$ cat src/rtl/core/tcw_pkg.sv
// Types and constants shared by the text console writer modules.
package tcw_pkg;

    localparam int COL_W   = 7;
    localparam int ROW_W   = 5;
    localparam int CHAR_W  = 8;
    localparam int COLOR_W = 4;
    localparam int CELL_W  = 16;
    localparam int Q_DEPTH = 2;

    localparam logic [CHAR_W-1:0] CH_NEWLINE = 8'd10;
    localparam logic [CHAR_W-1:0] CH_TAB     = 8'd9;
    // space, grey on black
    localparam logic [CELL_W-1:0] BLANK_CELL = 16'h0720;

    typedef enum logic [1:0] {
        CMD_PUT    = 2'd0,
        CMD_SETCUR = 2'd1,
        CMD_CLEAR  = 2'd2,
        CMD_READ   = 2'd3
    } cmd_t;

    typedef enum logic [2:0] {
        OP_CHAR,
        OP_NEWLINE,
        OP_TAB,
        OP_SETCUR,
        OP_CLEAR,
        OP_READ
    } op_kind_t;

    typedef struct packed {
        op_kind_t            kind;
        logic [CHAR_W-1:0]   ch;
        logic [COLOR_W-1:0]  fg;
        logic [COLOR_W-1:0]  bg;
        logic [COL_W-1:0]    col;
        logic [ROW_W-1:0]    row;
    } op_t;

    typedef struct packed {
        logic full;
        logic empty;
    } queue_status_t;

    typedef struct packed {
        logic filling;
    } back_status_t;

endpackage

$ cat src/rtl/core/tcw_front.sv
// Front end: takes commands, decodes them and clamps targets into queue words.
module tcw_front #(
    parameter int COLS = 80,
    parameter int ROWS = 25
) (
    input  logic                   start,
    input  logic [1:0]             command,
    input  logic [7:0]             char_code,
    input  logic [3:0]             fore_colour,
    input  logic [3:0]             back_colour,
    input  logic [6:0]             target_col,
    input  logic [4:0]             target_row,
    input  tcw_pkg::queue_status_t q_stat,
    input  tcw_pkg::back_status_t  b_stat,
    output logic                   busy,
    output logic                   push,
    output tcw_pkg::op_t           op
);
    import tcw_pkg::*;

    localparam logic [COL_W-1:0] LAST_COL = COL_W'(COLS - 1);
    localparam logic [ROW_W-1:0] LAST_ROW = ROW_W'(ROWS - 1);

    assign busy = b_stat.filling | q_stat.full;
    assign push = start & ~busy;

    always_comb
    begin
        op.ch  = char_code;
        op.fg  = fore_colour;
        op.bg  = back_colour;
        op.col = (target_col > LAST_COL) ? LAST_COL : target_col;
        op.row = (target_row > LAST_ROW) ? LAST_ROW : target_row;
        unique case (cmd_t'(command))
            CMD_PUT:
            begin
                if (char_code == CH_NEWLINE)
                    op.kind = OP_NEWLINE;
                else if (char_code == CH_TAB)
                    op.kind = OP_TAB;
                else
                    op.kind = OP_CHAR;
            end
            CMD_SETCUR: op.kind = OP_SETCUR;
            CMD_CLEAR:  op.kind = OP_CLEAR;
            CMD_READ:   op.kind = OP_READ;
        endcase
    end

endmodule

$ cat config.mk
export PLATFORM = sky130hd
export DESIGN_NAME = tcw_front
export DESIGN_NICKNAME = d
export VERILOG_FILES = /design/src/rtl/core/tcw_pkg.sv /design/src/rtl/core/tcw_front.sv
export SDC_FILE = /design/constraint.sdc
export NUM_CORES = 1
export LEC_CHECK = 0
export BUFFER_PORTS_ARGS = -buffer_cell sky130_fd_sc_hd__buf_4
export CAP_MARGIN = 40
export CORE_AREA = 5 5 42 44
export DETAILED_ROUTE_END_ITERATION = 10
export DIE_AREA = 0 0 47 49
export PLACE_DENSITY = 0.84
export SYNTH_ARGS = -nofsm -noshare
export SYNTH_HDL_FRONTEND = slang
export SYNTH_SLANG_ARGS = --single-unit
$ cat constraint.sdc
create_clock -name vclk -period 0.9
set_clock_uncertainty 0.15 [all_clocks]
set_input_delay 0 -clock vclk [all_inputs]
set_output_delay 0 -clock vclk [all_outputs]
set_load 0.005 [all_outputs]
==> flow_summary.toml <==
[outcome]
status = "completed"

[final_layout]
final_common_cell = "buf_4"
layout-drive-gt1-share_pct = 72.2
final_cell_mix = "buf_4, dlygate4sd3_1, and2_1, nand2b_1"
n_sequential_cell = 0
antenna_cells = 0
syn_to_final_growth_pct = 142
nNetsFinal = 115
clock_buffer_count = 0
layout.area.seq_sq_um = 0

[job]
drv_cap = 0

[yosys]
ys_types = 16
syn_avg_cell_area_sq_um = 6.82
ys_seq_area_share_pct = 0
syn_nets = 74
synth_cells = 40
syn_area_sq_um = 273
synth_warnings = 0

[die]
dieHeight_microns = 49
core_sq_um = 1400
initial_core_util_pct = 19.5
die_area_sq_um = 2300
die_width_microns = 47
fp-row-count = 14
boundaryPins = 67

[sta]
maxSlewHeadroom_pct = 83.1
drv_slew = 0
period_share_pct = 94.5
min_period_ps = 850
worst_slew_pin_slew_ps = 252
finalHoldViolCount = 0
rsz0062_at_grt = "no"
setup_viol = 0
tns_ps = 0
max_freq_mhz = 1180

[power_and_ir_drop]
ir_drop_mv = 0.180
leakage_nw = 0.345
total_power_w = 0.000291
power.density_nw_per_um2 = 441

[routing]
wl_per_cell_microns = 11.8
drc = 0
drt_pass1_iterations = 1
vias = 381
via_per_inst = 4.01
drt_iter0_drc = 0
ant_nets = 0
routed_wl_mm = 1.12

[global_route]
antenna_found_initial = 0
grt.overflow.total = 0
grt_max_degree = 5
grt_pass1_vias = 395
grt_pass1_wl_mm = 1.51
track_usage_pct = 8.28

[critical_path]
cp_data_required_time_ps = 750
crit_path_top_delay_cell = "nor4_4"
startpoint_type = "input port"
cp_max_fo = 2
critPathMaxStageDelay_ps = 300
arrival_ps = 700
path_cells = "buf_8 > nor4_4 > a31o_2 > buf_6"
critical_path_class = "in2out"
cp-end-kind = "primary output"

[placement]
io_buffers = 50
gp_congestion = 0.661

[clocking]
cts_setup_buffers = 0

[hold_path]
worstHoldPathType = "in2out"
==> repair_timing <==
action / CTS / global route
setup endpoints to repair: 1 / 2
hold buffers: 8 / 0
cloned: 0 / 0
endpoints found under the hold margin: 8 / 0
resized for setup: 1 / 7
pin swaps: 0 / 3
==> synth_stat cells <==
master,count,share of area (%)
a21oi_1,1,1.8
a31o_2,1,3.2
and2_1,3,6.9
buf_4,16,44
clkbuf_1,4,5.5
inv_1,1,1.4
nand2_1,1,1.4
nand2b_1,3,6.9
nor2_1,2,2.8
nor2b_1,2,4.6
nor4_4,1,7.8
nor4b_1,1,3.2
nor4bb_1,1,3.7
o21ai_1,1,1.8
or2_2,1,2.3
or2b_1,1,2.8
==> stage by stage <==
stage	area, sq um	worst slack, ps	cells	hold WS [ps]	util [%]
detailed placement	541	1.87	87	-150	38.6
CTS	627	44.6	95	29.3	44.7
floorplan	273	294	40	-120	-
global placement	541	39.7	87	-150	38.6
finish	661	49.6	95	25.0	47.1
global route	661	1.37	95	31.7	47.1
==> cell families after synthesis <==
kind of cell    Yosys count  synth area share (%)
simple gates             16                  42.2
buf+inv                  21                  50.9
compound gates            3                  6.88
==> worst max-delay path, delay by kind of cell <==
kind | cells | cell delay, ps
AND/OR/NAND/NOR | 1 | 300
AO/OA/AOI/OAI | 1 | 210
buffers and inverters | 2 | 190
==> metal layers <==
metal  track usage, %  up-vias  part of all wire (%)
met5                0        -                     0
met4                0        0                     0
met3             1.11        0                    17
met2             18.6       34                    58
met1             7.17      160                    25
li1                 -      187                     -
==> power breakdown <==
group	switching [W]	leakage, nW	internal (W)
clock network	0	0	0
registers	0	0	0
logic	0.0000901	0.345	0.000201
==> worst paths after layout <==
path	startpoint	end	depth (start not counted)
setup / recovery	char_code[6]	op[28]	4
hold / removal	char_code[6]	op[26]	2
==> area by class of cell <==
cell class                 instances  area (sq um)
timing repair buffer              59           478
inverter                           1          3.75
multi-input combinational         19           159
fill                             132           741
tap                               16          20.0
Power figures use the tool's default switching activity.
