### src/rtl/core/tcw_pkg.sv
// Types and constants shared by the text console writer modules.
package tcw_pkg;

    localparam int COL_W   = 7;
    localparam int ROW_W   = 5;
    localparam int CHAR_W  = 8;
    localparam int COLOR_W = 4;
    localparam int CELL_W  = 16;
    localparam int Q_DEPTH = 2;

    localparam logic [CHAR_W-1:0] CH_NEWLINE = 8'd10;
    localparam logic [CHAR_W-1:0] CH_TAB     = 8'd9;
    // space, grey on black
    localparam logic [CELL_W-1:0] BLANK_CELL = 16'h0720;

    typedef enum logic [1:0] {
        CMD_PUT    = 2'd0,
        CMD_SETCUR = 2'd1,
        CMD_CLEAR  = 2'd2,
        CMD_READ   = 2'd3
    } cmd_t;

    typedef enum logic [2:0] {
        OP_CHAR,
        OP_NEWLINE,
        OP_TAB,
        OP_SETCUR,
        OP_CLEAR,
        OP_READ
    } op_kind_t;

    typedef struct packed {
        op_kind_t            kind;
        logic [CHAR_W-1:0]   ch;
        logic [COLOR_W-1:0]  fg;
        logic [COLOR_W-1:0]  bg;
        logic [COL_W-1:0]    col;
        logic [ROW_W-1:0]    row;
    } op_t;

    typedef struct packed {
        logic full;
        logic empty;
    } queue_status_t;

    typedef struct packed {
        logic filling;
    } back_status_t;

endpackage

### src/rtl/core/tcw_queue.sv
// Short FIFO of decoded words between the front end and the back end.
module tcw_queue (
    input  logic                   clk,
    input  logic                   rst_n,
    input  logic                   push,
    input  tcw_pkg::op_t           push_op,
    input  logic                   pop,
    output tcw_pkg::op_t           head_op,
    output tcw_pkg::queue_status_t q_stat
);
    import tcw_pkg::*;

    localparam int PTR_W = (Q_DEPTH > 1) ? $clog2(Q_DEPTH) : 1;
    localparam int CNT_W = $clog2(Q_DEPTH + 1);
    localparam logic [PTR_W-1:0] LAST_SLOT = PTR_W'(Q_DEPTH - 1);
    localparam logic [CNT_W-1:0] FULL_CNT  = CNT_W'(Q_DEPTH);

    op_t              slot_reg [Q_DEPTH];
    logic [PTR_W-1:0] wr_ptr_reg, wr_ptr_next;
    logic [PTR_W-1:0] rd_ptr_reg, rd_ptr_next;
    logic [CNT_W-1:0] cnt_reg, cnt_next;
    logic             do_push, do_pop;

    assign q_stat.full  = (cnt_reg == FULL_CNT);
    assign q_stat.empty = (cnt_reg == '0);
    assign head_op      = slot_reg[rd_ptr_reg];
    assign do_push      = push & ~q_stat.full;
    assign do_pop       = pop & ~q_stat.empty;

    always_comb
    begin
        wr_ptr_next = wr_ptr_reg;
        rd_ptr_next = rd_ptr_reg;
        cnt_next    = cnt_reg;
        if (do_push)
            wr_ptr_next = (wr_ptr_reg == LAST_SLOT) ? '0 : wr_ptr_reg + 1'b1;
        if (do_pop)
            rd_ptr_next = (rd_ptr_reg == LAST_SLOT) ? '0 : rd_ptr_reg + 1'b1;
        if (do_push && !do_pop)
            cnt_next = cnt_reg + 1'b1;
        else if (do_pop && !do_push)
            cnt_next = cnt_reg - 1'b1;
    end

    always_ff @(posedge clk or negedge rst_n)
    begin
        if (!rst_n)
        begin
            wr_ptr_reg <= '0;
            rd_ptr_reg <= '0;
            cnt_reg    <= '0;
        end
        else
        begin
            wr_ptr_reg <= wr_ptr_next;
            rd_ptr_reg <= rd_ptr_next;
            cnt_reg    <= cnt_next;
        end
    end

    always_ff @(posedge clk)
    begin
        if (do_push)
        begin
            slot_reg[wr_ptr_reg] <= push_op;
        end
    end

endmodule

### config.mk
export PLATFORM = sky130hd
export DESIGN_NAME = tcw_queue
export DESIGN_NICKNAME = d
export VERILOG_FILES = /design/src/rtl/core/tcw_pkg.sv /design/src/rtl/core/tcw_queue.sv
export SDC_FILE = /design/constraint.sdc
export NUM_CORES = 1
export LEC_CHECK = 0
export BUFFER_PORTS_ARGS = -buffer_cell sky130_fd_sc_hd__buf_4
export CELL_PAD_IN_SITES_DETAIL_PLACEMENT = 1
export CELL_PAD_IN_SITES_GLOBAL_PLACEMENT = 1
export CORE_ASPECT_RATIO = 1.25
export CORE_MARGIN = 5
export CORE_UTILIZATION = 35
export CTS_BUF_LIST = sky130_fd_sc_hd__clkbuf_16
export CTS_CLUSTER_SIZE = 12
export DETAILED_ROUTE_END_ITERATION = 12
export PLACE_DENSITY = 0.68
export SLEW_MARGIN = 15
export SYNTH_ARGS = -nofsm -noshare
export SYNTH_HDL_FRONTEND = slang
export SYNTH_SLANG_ARGS = --single-unit
### constraint.sdc
create_clock -name clk -period 2.45 [get_ports clk]
set_clock_uncertainty 0.2 [all_clocks]
set_input_delay 0.245 -clock clk [delete_from_list [all_inputs] [get_ports clk]]
set_output_delay 0.245 -clock clk [all_outputs]
set_load 0.01 [all_outputs]
==> results.yml, run 1 <==
pwr:
  swShare: 0.268
  p_leak_nw: 1.56
  total_power_mw: 4.47
  pwr-share-seq: 0.384
  power.share.clock: 0.289
  p_per_area_nw_per_um2: 1170
  ir_drop_mv: 0.524
  p_int_mw: 3.28
  pwr-share-comb: 0.327
  power_switching_mw: 1.20
global_route:
  grt_max_degree: 32
  grt_pass1_vias: 1637
  gr-total-overflow: 0
  antenna_found_initial: 0
  grt_usage: 0.119
  grt_pass1_wl_mm: 8.19
detailed_routing:
  wirelength_mm: 5.28
  num_vias: 1403
  avgViaCountPerCell: 4.34
  wire_per_inst_microns: 16.4
  ant_nets: 0
  drcViolationCount: 0
  drt_iter0_drc: 65
  firstDrtPassIters: 4
sta:
  slew_headroom: 0.683
  final_hold_viol_count: 0
  rsz0062_at_grt: "no"
  fmax_mhz: 461
  tightest_slew_ps: 476
  setup_viol: 0
  min_period_ps: 2170
  timing.final.crit_share: 0.885
  tns_ps: 0
  finalMaxSlewViolations: 0
setup_path:
  max_stage_delay_ps: 660
  end_kind: "primary output"
  criticalPathCategory: "reg2out"
  r2r-end: "cnt_reg[1]"
  cpMostUsedCell: "buf_4"
  reg2reg_depth: 7
  crit_chain: "buf_4, mux2_4, buf_4"
  required_ps: 2010
  startpoint_type: "register"
  crit_slowest_cell: "dfrtp_2"
  r2r-start: "cnt_reg[0]"
  cp_max_fo: 15
  cp.arrival_ps: 1720
  reg2reg_slack_ps: 620
floorplan:
  initial_core_util: 0.354
  core_area_sq_um: 7310
  die-area_sq_um: 9220
  fp.dieW_microns: 86.9
  die_h_microns: 106
  placementRows: 35
  ioPinCount: 68
logic_synthesis:
  synthCells: 116
  syn-num-nets: 152
  synth_edf_count: 62
  ys_ff_latch: 66
  synthArstFlopShare: 0.0606
  avgSynthCellArea_sq_um: 22.3
  synth_cell_types: 15
  seq_area_frac_synth: 0.758
  netlist_area_sq_um: 2590
  yosysWarnings: 0
  synth_ff_type: "edfxtp_1"
clocking:
  htreeDepth: 3
  clock_latency_ps: 310
  cts_num_sinks: 66
  cts_tree: "yes"
  root_buffer: "clkbuf_16"
  post_cts_buffers: 0
  cts_max_path_buffers: 2
  path_clk_slew_ps: 50
  cts_buffers: 9
finish:
  final_common_cell: "buf_4"
  final_design_area_no_fill_sq_um: 3810
  nets: 262
  syn2layout_area_growth_pct: 47.4
  largest_reg_flops: 62
  n_antenna_cell: 0
  fin_cells: 323
  drive_above_1_share: 0.515
  final_cell_mix: "buf_4, edfxtp_1, dlygate4sd3_1"
place:
  gp_congestion: 0.675
  place_area_sq_um: 3190
  dpl.cell_count: 275
  placement.io_buffers: 67
  hpwl_mm: 3.51
job:
  max_cap_violations: 0
outcome:
  status: "finished, final reports clean"
hold_path:
  min_path_type: "in2async"
## routing by layer
metal / GRT usage / part of all wire
met4: 0.0535 / 0.012
met2: 0.221 / 0.56
met5: 0 / 0
met3: 0.0364 / 0.064
met1: 0.118 / 0.37
## kinds of logic (layout without fill, tap and decap cells)
logic type	after synthesis	after routing	synth area share
xor+xnor	5	5	0.0169
compound gates	1	1	0.00193
fa+ha+maj	1	1	0.00483
mux	31	31	0.177
simple gates	6	6	0.0106
flops	66	66	0.758
buf+inv	6	121	0.0305
## synth_stat cells, types with 2 or more instances
| cell type | instances | area share |
|---|---|---|
| buf_12 | 3 | 0.023 |
| dfrtp_1 | 4 | 0.039 |
| edfxtp_1 | 62 | 0.72 |
| inv_1 | 2 | 0.0029 |
| mux2_2 | 2 | 0.0087 |
| mux2_4 | 29 | 0.17 |
| nor2_1 | 3 | 0.0044 |
| xnor2_1 | 3 | 0.010 |
| xor2_1 | 2 | 0.0068 |
## worst max path at each step
stage	startpoint	to	slack [ps]	cells past startpoint
6_report	rd_ptr_reg	head_op[23]	280	3
5_1_grt	rd_ptr_reg	head_op[23]	230	3
4_1_cts	rd_ptr_reg	head_op[23]	270	3
3_5_place_dp	cnt_reg[0]	cnt_reg[1]	600	7
3_3_place_gp	rd_ptr_reg	head_op[21]	640	3
2_1_floorplan	cnt_reg[0]	slot_reg[0][0]	380	3
## through the flow
stage                     utilization  hold slack, ps  setup slack, ps
after detailed placement        0.436            -156              600
after global routing            0.522            82.9              227
after global placement          0.436            -158              643
after CTS                       0.522            73.0              267
after floorplan                     -            -251              377
final                           0.522            76.0              281
## worst max-delay path, delay by kind of cell, from the launching register on
family | cells | cell delay (ps)
mux | 1 | 320
flops | 1 | 660
buf+inv | 2 | 430
## area by class of cell
cell class,instances,area (sq um)
fillers,680,3500
multi-input cells,44,554
well taps,92,115
repair buffers,103,866
clock inverters,7,83.8
flip-flops and latches,66,1960
inverters,2,7.51
clock buffers,9,225
## power by group through the flow
stage	sequential (mW)	combinational (mW)	clock [mW]
after global placement	1.71	1.39	0
after global routing	1.74	1.56	1.37
final	1.72	1.46	1.29
after floorplan	1.64	0.997	0
after detailed placement	1.74	1.44	0
after CTS	1.72	1.49	1.32
## timing repair
| item | 4_1_cts | 5_1_grt |
|---|---|---|
| gates resized for setup | 0 | 0 |
| hold buffers | 32 | 0 |
| hold endpoints to repair | 66 | 0 |
Note: power is estimated with default switching activity, not from simulation.
==> run 2, diff against run 1 <==
- CTS_BUF_LIST: sky130_fd_sc_hd__clkbuf_16 -> sky130_fd_sc_hd__clkbuf_4 sky130_fd_sc_hd__clkbuf_8
==> run 2 against run 1 <==
Clock-buffer cell count stayed put. Sequential power hardly changed. Largest cell class unchanged. Clock power decreased by 28%. Wire length fell by 2.7%.
==> results.yml, run 2 (synthesized netlist as in run 1, its figures left out) <==
job:
  max_cap_violations: 0
setup_path:
  criticalPathCategory: "reg2out"
  end_kind: "primary output"
  required_ps: 2010
  startpoint_type: "register"
  cp.arrival_ps: 1710
  reg2reg_slack_ps: 610
  cp_max_fo: 15
finish:
  utilization: 0.508
  fin_cells: 323
  final_cell_mix: "buf_4, edfxtp_1, dlygate4sd3_1"
  nets: 262
  drive_above_1_share: 0.515
  fillers: 695
  n_antenna_cell: 0
  final_common_cell: "buf_4"
  largest_reg_flops: 62
  syn2layout_area_growth_pct: 43.5
place:
  dpl.cell_count: 275
  hpwl_mm: 3.51
  gp_congestion: 0.675
  placement.io_buffers: 67
hold_path:
  min_path_type: "in2async"
detailed_routing:
  num_vias: 1407
  firstDrtPassIters: 2
  ant_nets: 0
  drt_iter0_drc: 51
  avgViaCountPerCell: 4.36
  wirelength_mm: 5.14
  drcViolationCount: 0
  wire_per_inst_microns: 15.9
global_route:
  grt_pass1_wl_mm: 8.04
  antenna_found_initial: 0
  gr-total-overflow: 0
  grt_max_degree: 32
  grt_pass1_vias: 1625
  grt_usage: 0.117
floorplan:
  initial_core_util: 0.354
  die-area_sq_um: 9220
  fp.dieW_microns: 86.9
  die_h_microns: 106
  core_area_sq_um: 7310
  placementRows: 35
  ioPinCount: 68
pwr:
  p_leak_nw: 1.52
  pwr-share-seq: 0.418
  p_int_mw: 2.96
  ir_drop_mv: 0.520
  pwr-share-comb: 0.356
  p_per_area_nw_per_um2: 1100
  power.share.clock: 0.226
  swShare: 0.278
  power_switching_mw: 1.14
sta:
  whs_ps: 59.2
  slew_headroom: 0.693
  tightest_slew_ps: 460
  fmax_mhz: 464
  final_hold_viol_count: 0
  rsz0062_at_grt: "no"
  finalMaxSlewViolations: 0
  min_period_ps: 2150
  tns_ps: 0
  timing.final.crit_share: 0.879
  setup_viol: 0
clocking:
  htreeDepth: 3
  path_clk_slew_ps: 70
  root_buffer: "clkbuf_8"
  post_cts_buffers: 0
  cts_tree: "yes"
  clock_latency_ps: 320
  cts_buffers: 9
  cts-resized-gates: 0
  cts_num_sinks: 66
  cts_max_path_buffers: 2
outcome:
  status: "finished, final reports clean"
==> run 2: power groups by stage <==
stage	clock network [mW]	logic, mW	registers, mW
after detailed placement	0	1.44	1.74
after global placement	0	1.39	1.71
after global routing	1.02	1.55	1.74
after CTS	0.961	1.49	1.72
after floorplan	0	0.997	1.64
final	0.926	1.46	1.71
==> run 2: cell type report <==
cell class	count	area, sq um	share of cell area
Timing Repair Buffer	103	866	0.233
Clock inverter	7	83.8	0.0226
Inverter	2	7.51	0.00202
Multi-Input combinational cell	44	554	0.149
Clock buffer	9	124	0.0334
Sequential cell	66	1960	0.529
Tap cell	92	115	0.0310
==> run 2: worst max-delay path, cell delays in order, from the launching register on <==
cell and delay (ps):
dfrtp_2 660, buf_4 270, mux2_4 310, buf_4 140
==> run 2: routing by layer <==
metal | up-vias | global-route usage | wire length, microns
met5 | - | 0 | 0
li1 | 663 | - | -
met3 | 6 | 0.0264 | 304
met2 | 44 | 0.218 | 2910
met4 | 0 | 0.0668 | 101
met1 | 694 | 0.115 | 1830
==> run 2: metrics by stage <==
step	total power, mW	worst slack (ps)	instance area [sq um]
2_1_floorplan	2.64	377	2590
3_3_place_gp	3.10	643	3190
3_5_place_dp	3.18	600	3190
4_1_cts	4.16	246	3710
5_1_grt	4.31	212	3710
6_report	4.10	297	3710
==> run 2: path summary, 6_finish.rpt <==
check	startpoint	end	cells past startpoint
min in group clk	pop	rd_ptr_reg	3
worst min-delay path	rst_n	rd_ptr_reg	2
worst min register to register	cnt_reg[1]	cnt_reg[1]	1
worst max register to register	cnt_reg[0]	cnt_reg[1]	7
max in group asynchronous	rst_n	rd_ptr_reg	2
worst max-delay path	rd_ptr_reg	head_op[1]	3
==> run 2: timing repair <==
| item | 4_1_cts | 5_1_grt |
|---|---|---|
| hold buffers | 32 | 0 |
| hold endpoints to repair | 66 | 0 |
| endpoints found under the setup margin | 0 | 0 |
==> run 3, diff against run 2 <==
- CORE_UTILIZATION: 35 -> 41
- PLACE_DENSITY: 0.68 -> 0.78
==> run 3 against run 2 <==
Highest routed layer unchanged. Via count grew 2.0%. Utilization rose by 9.5 points. Clock-buffer cell count is 1 higher. Clock power is 5.1% higher. Flip-flop and latch count did not move. Global-route usage up 2.7 points. Critical endpoint is now head_op[7]. Final area increased by 0.10%. Sequential share of layout area fell by 0.053 points. Critical path depth is the same. Fmax increased by 10%. Total power rose by 1.3%. Largest cell class unchanged.
==> results.yml, run 3 (synthesized netlist as in run 1, its figures left out) <==
outcome:
  status: "finished, final reports clean"
setup_path:
  startpoint_type: "register"
  max_stage_delay_ps: 360
  cpMostUsedCell: "buf_4"
  criticalPathCategory: "reg2out"
  cp_max_fo: 18
  cp.arrival_ps: 1510
  required_ps: 2010
  crit_chain: "buf_4, mux2_4, buf_4"
  end_kind: "primary output"
  crit_slowest_cell: "dfrtp_2"
clocking:
  cts-resized-gates: 0
  cts_hold_buf: 32
  cts_tree: "yes"
  root_buffer: "clkbuf_8"
  path_clk_slew_ps: 70
  htreeDepth: 3
  clock_latency_ps: 340
  cts_buffers: 9
  cts_num_sinks: 66
  cts_max_path_buffers: 2
  post_cts_buffers: 0
finish:
  final_cell_mix: "buf_4, edfxtp_1, dlygate4sd3_1"
  n_antenna_cell: 0
  syn2layout_area_growth_pct: 43.7
  nets: 263
  final_common_cell: "buf_4"
  drive_above_1_share: 0.517
  largest_reg_flops: 62
pwr:
  p_per_area_nw_per_um2: 1120
  p_leak_nw: 1.52
  ir_drop_mv: 0.952
hold_path:
  min_path_type: "in2reg"
global_route:
  grt_pass1_wl_mm: 8.14
  grt_usage: 0.144
  antenna_found_initial: 0
  grt_max_degree: 19
  gr-total-overflow: 0
  grt_pass1_vias: 1670
place:
  gp_congestion: 0.642
  placement.io_buffers: 67
  hpwl_mm: 3.49
floorplan:
  ioPinCount: 68
  core_area_sq_um: 6170
  die_h_microns: 98.8
  initial_core_util: 0.420
  placementRows: 32
  fp.dieW_microns: 81.1
  die-area_sq_um: 8010
sta:
  fmax_mhz: 512
  whs_ps: 33.6
  setup_viol: 0
  rsz0062_at_grt: "no"
  final_hold_viol_count: 0
  timing.final.crit_share: 0.798
  tightest_slew_ps: 491
  slew_headroom: 0.672
  finalMaxSlewViolations: 0
  min_period_ps: 1950
  tns_ps: 0
detailed_routing:
  wire_per_inst_microns: 17.1
  avgViaCountPerCell: 4.53
  ant_nets: 0
  firstDrtPassIters: 4
  num_vias: 1435
  drt_iter0_drc: 73
  wirelength_mm: 5.41
  drcViolationCount: 0
job:
  max_cap_violations: 0
run 3: cell count changes in the layout (fill, tap and decap cells not counted), sizes merged:
cell | previous run | this run
buf | 71 | 72
clkbuf | 9 | 10
clkinv | 5 | 3
clkinvlp | 0 | 1
run 3: stage by stage:
| stage | power (mW) | cell area [sq um] | util | setup slack, ps | instances |
|---|---|---|---|---|---|
| floorplan | 2.64 | 2590 | - | 377 | 116 |
| global placement | 3.10 | 3180 | 0.516 | 643 | 269 |
| detailed placement | 3.17 | 3180 | 0.516 | 548 | 269 |
| CTS | 4.20 | 3720 | 0.603 | 461 | 317 |
| global route | 4.35 | 3720 | 0.603 | 438 | 317 |
| finish | 4.15 | 3720 | 0.603 | 496 | 317 |
run 3: critical path: cells and delay by family, from the launching register on:
kind | cells | cell delay (ps)
flip-flops | 1 | 360
buffers and inverters | 2 | 470
multiplexers | 1 | 340
run 3: final timing paths:
path	startpoint	end	slack, ps	cells past startpoint
max	rd_ptr_reg	head_op[7]	500	3
min	pop	rd_ptr_reg	30	3
max reg2reg	cnt_reg[0]	slot_reg[0][26]	570	4
min reg2reg	cnt_reg[1]	cnt_reg[1]	340	1
max in group asynchronous	rst_n	rd_ptr_reg	1900	2
min in group asynchronous	rst_n	cnt_reg[0]	40	2
run 3: layer usage:
metal  track usage  wire length, microns  vias up
met2         0.246                  2960       53
met3        0.0448                   265       14
met4        0.0962                   201        0
met1         0.148                  1990      701
li1              -                     -      667
met5             0                     0        -
run 3: power breakdown:
part / internal (mW) / switching, mW
registers: 1.55 / 0.0980
clock network: 0.577 / 0.396
logic: 0.847 / 0.680
run 3: layout make-up:
class | count | area [sq um]
sequential | 66 | 1960
fill | 595 | 2450
inverter | 2 | 7.51
tap | 85 | 106
timing repair buffer | 104 | 873
multi-input combinational | 44 | 554
clock buffer | 10 | 131
clock inverter | 6 | 81.3
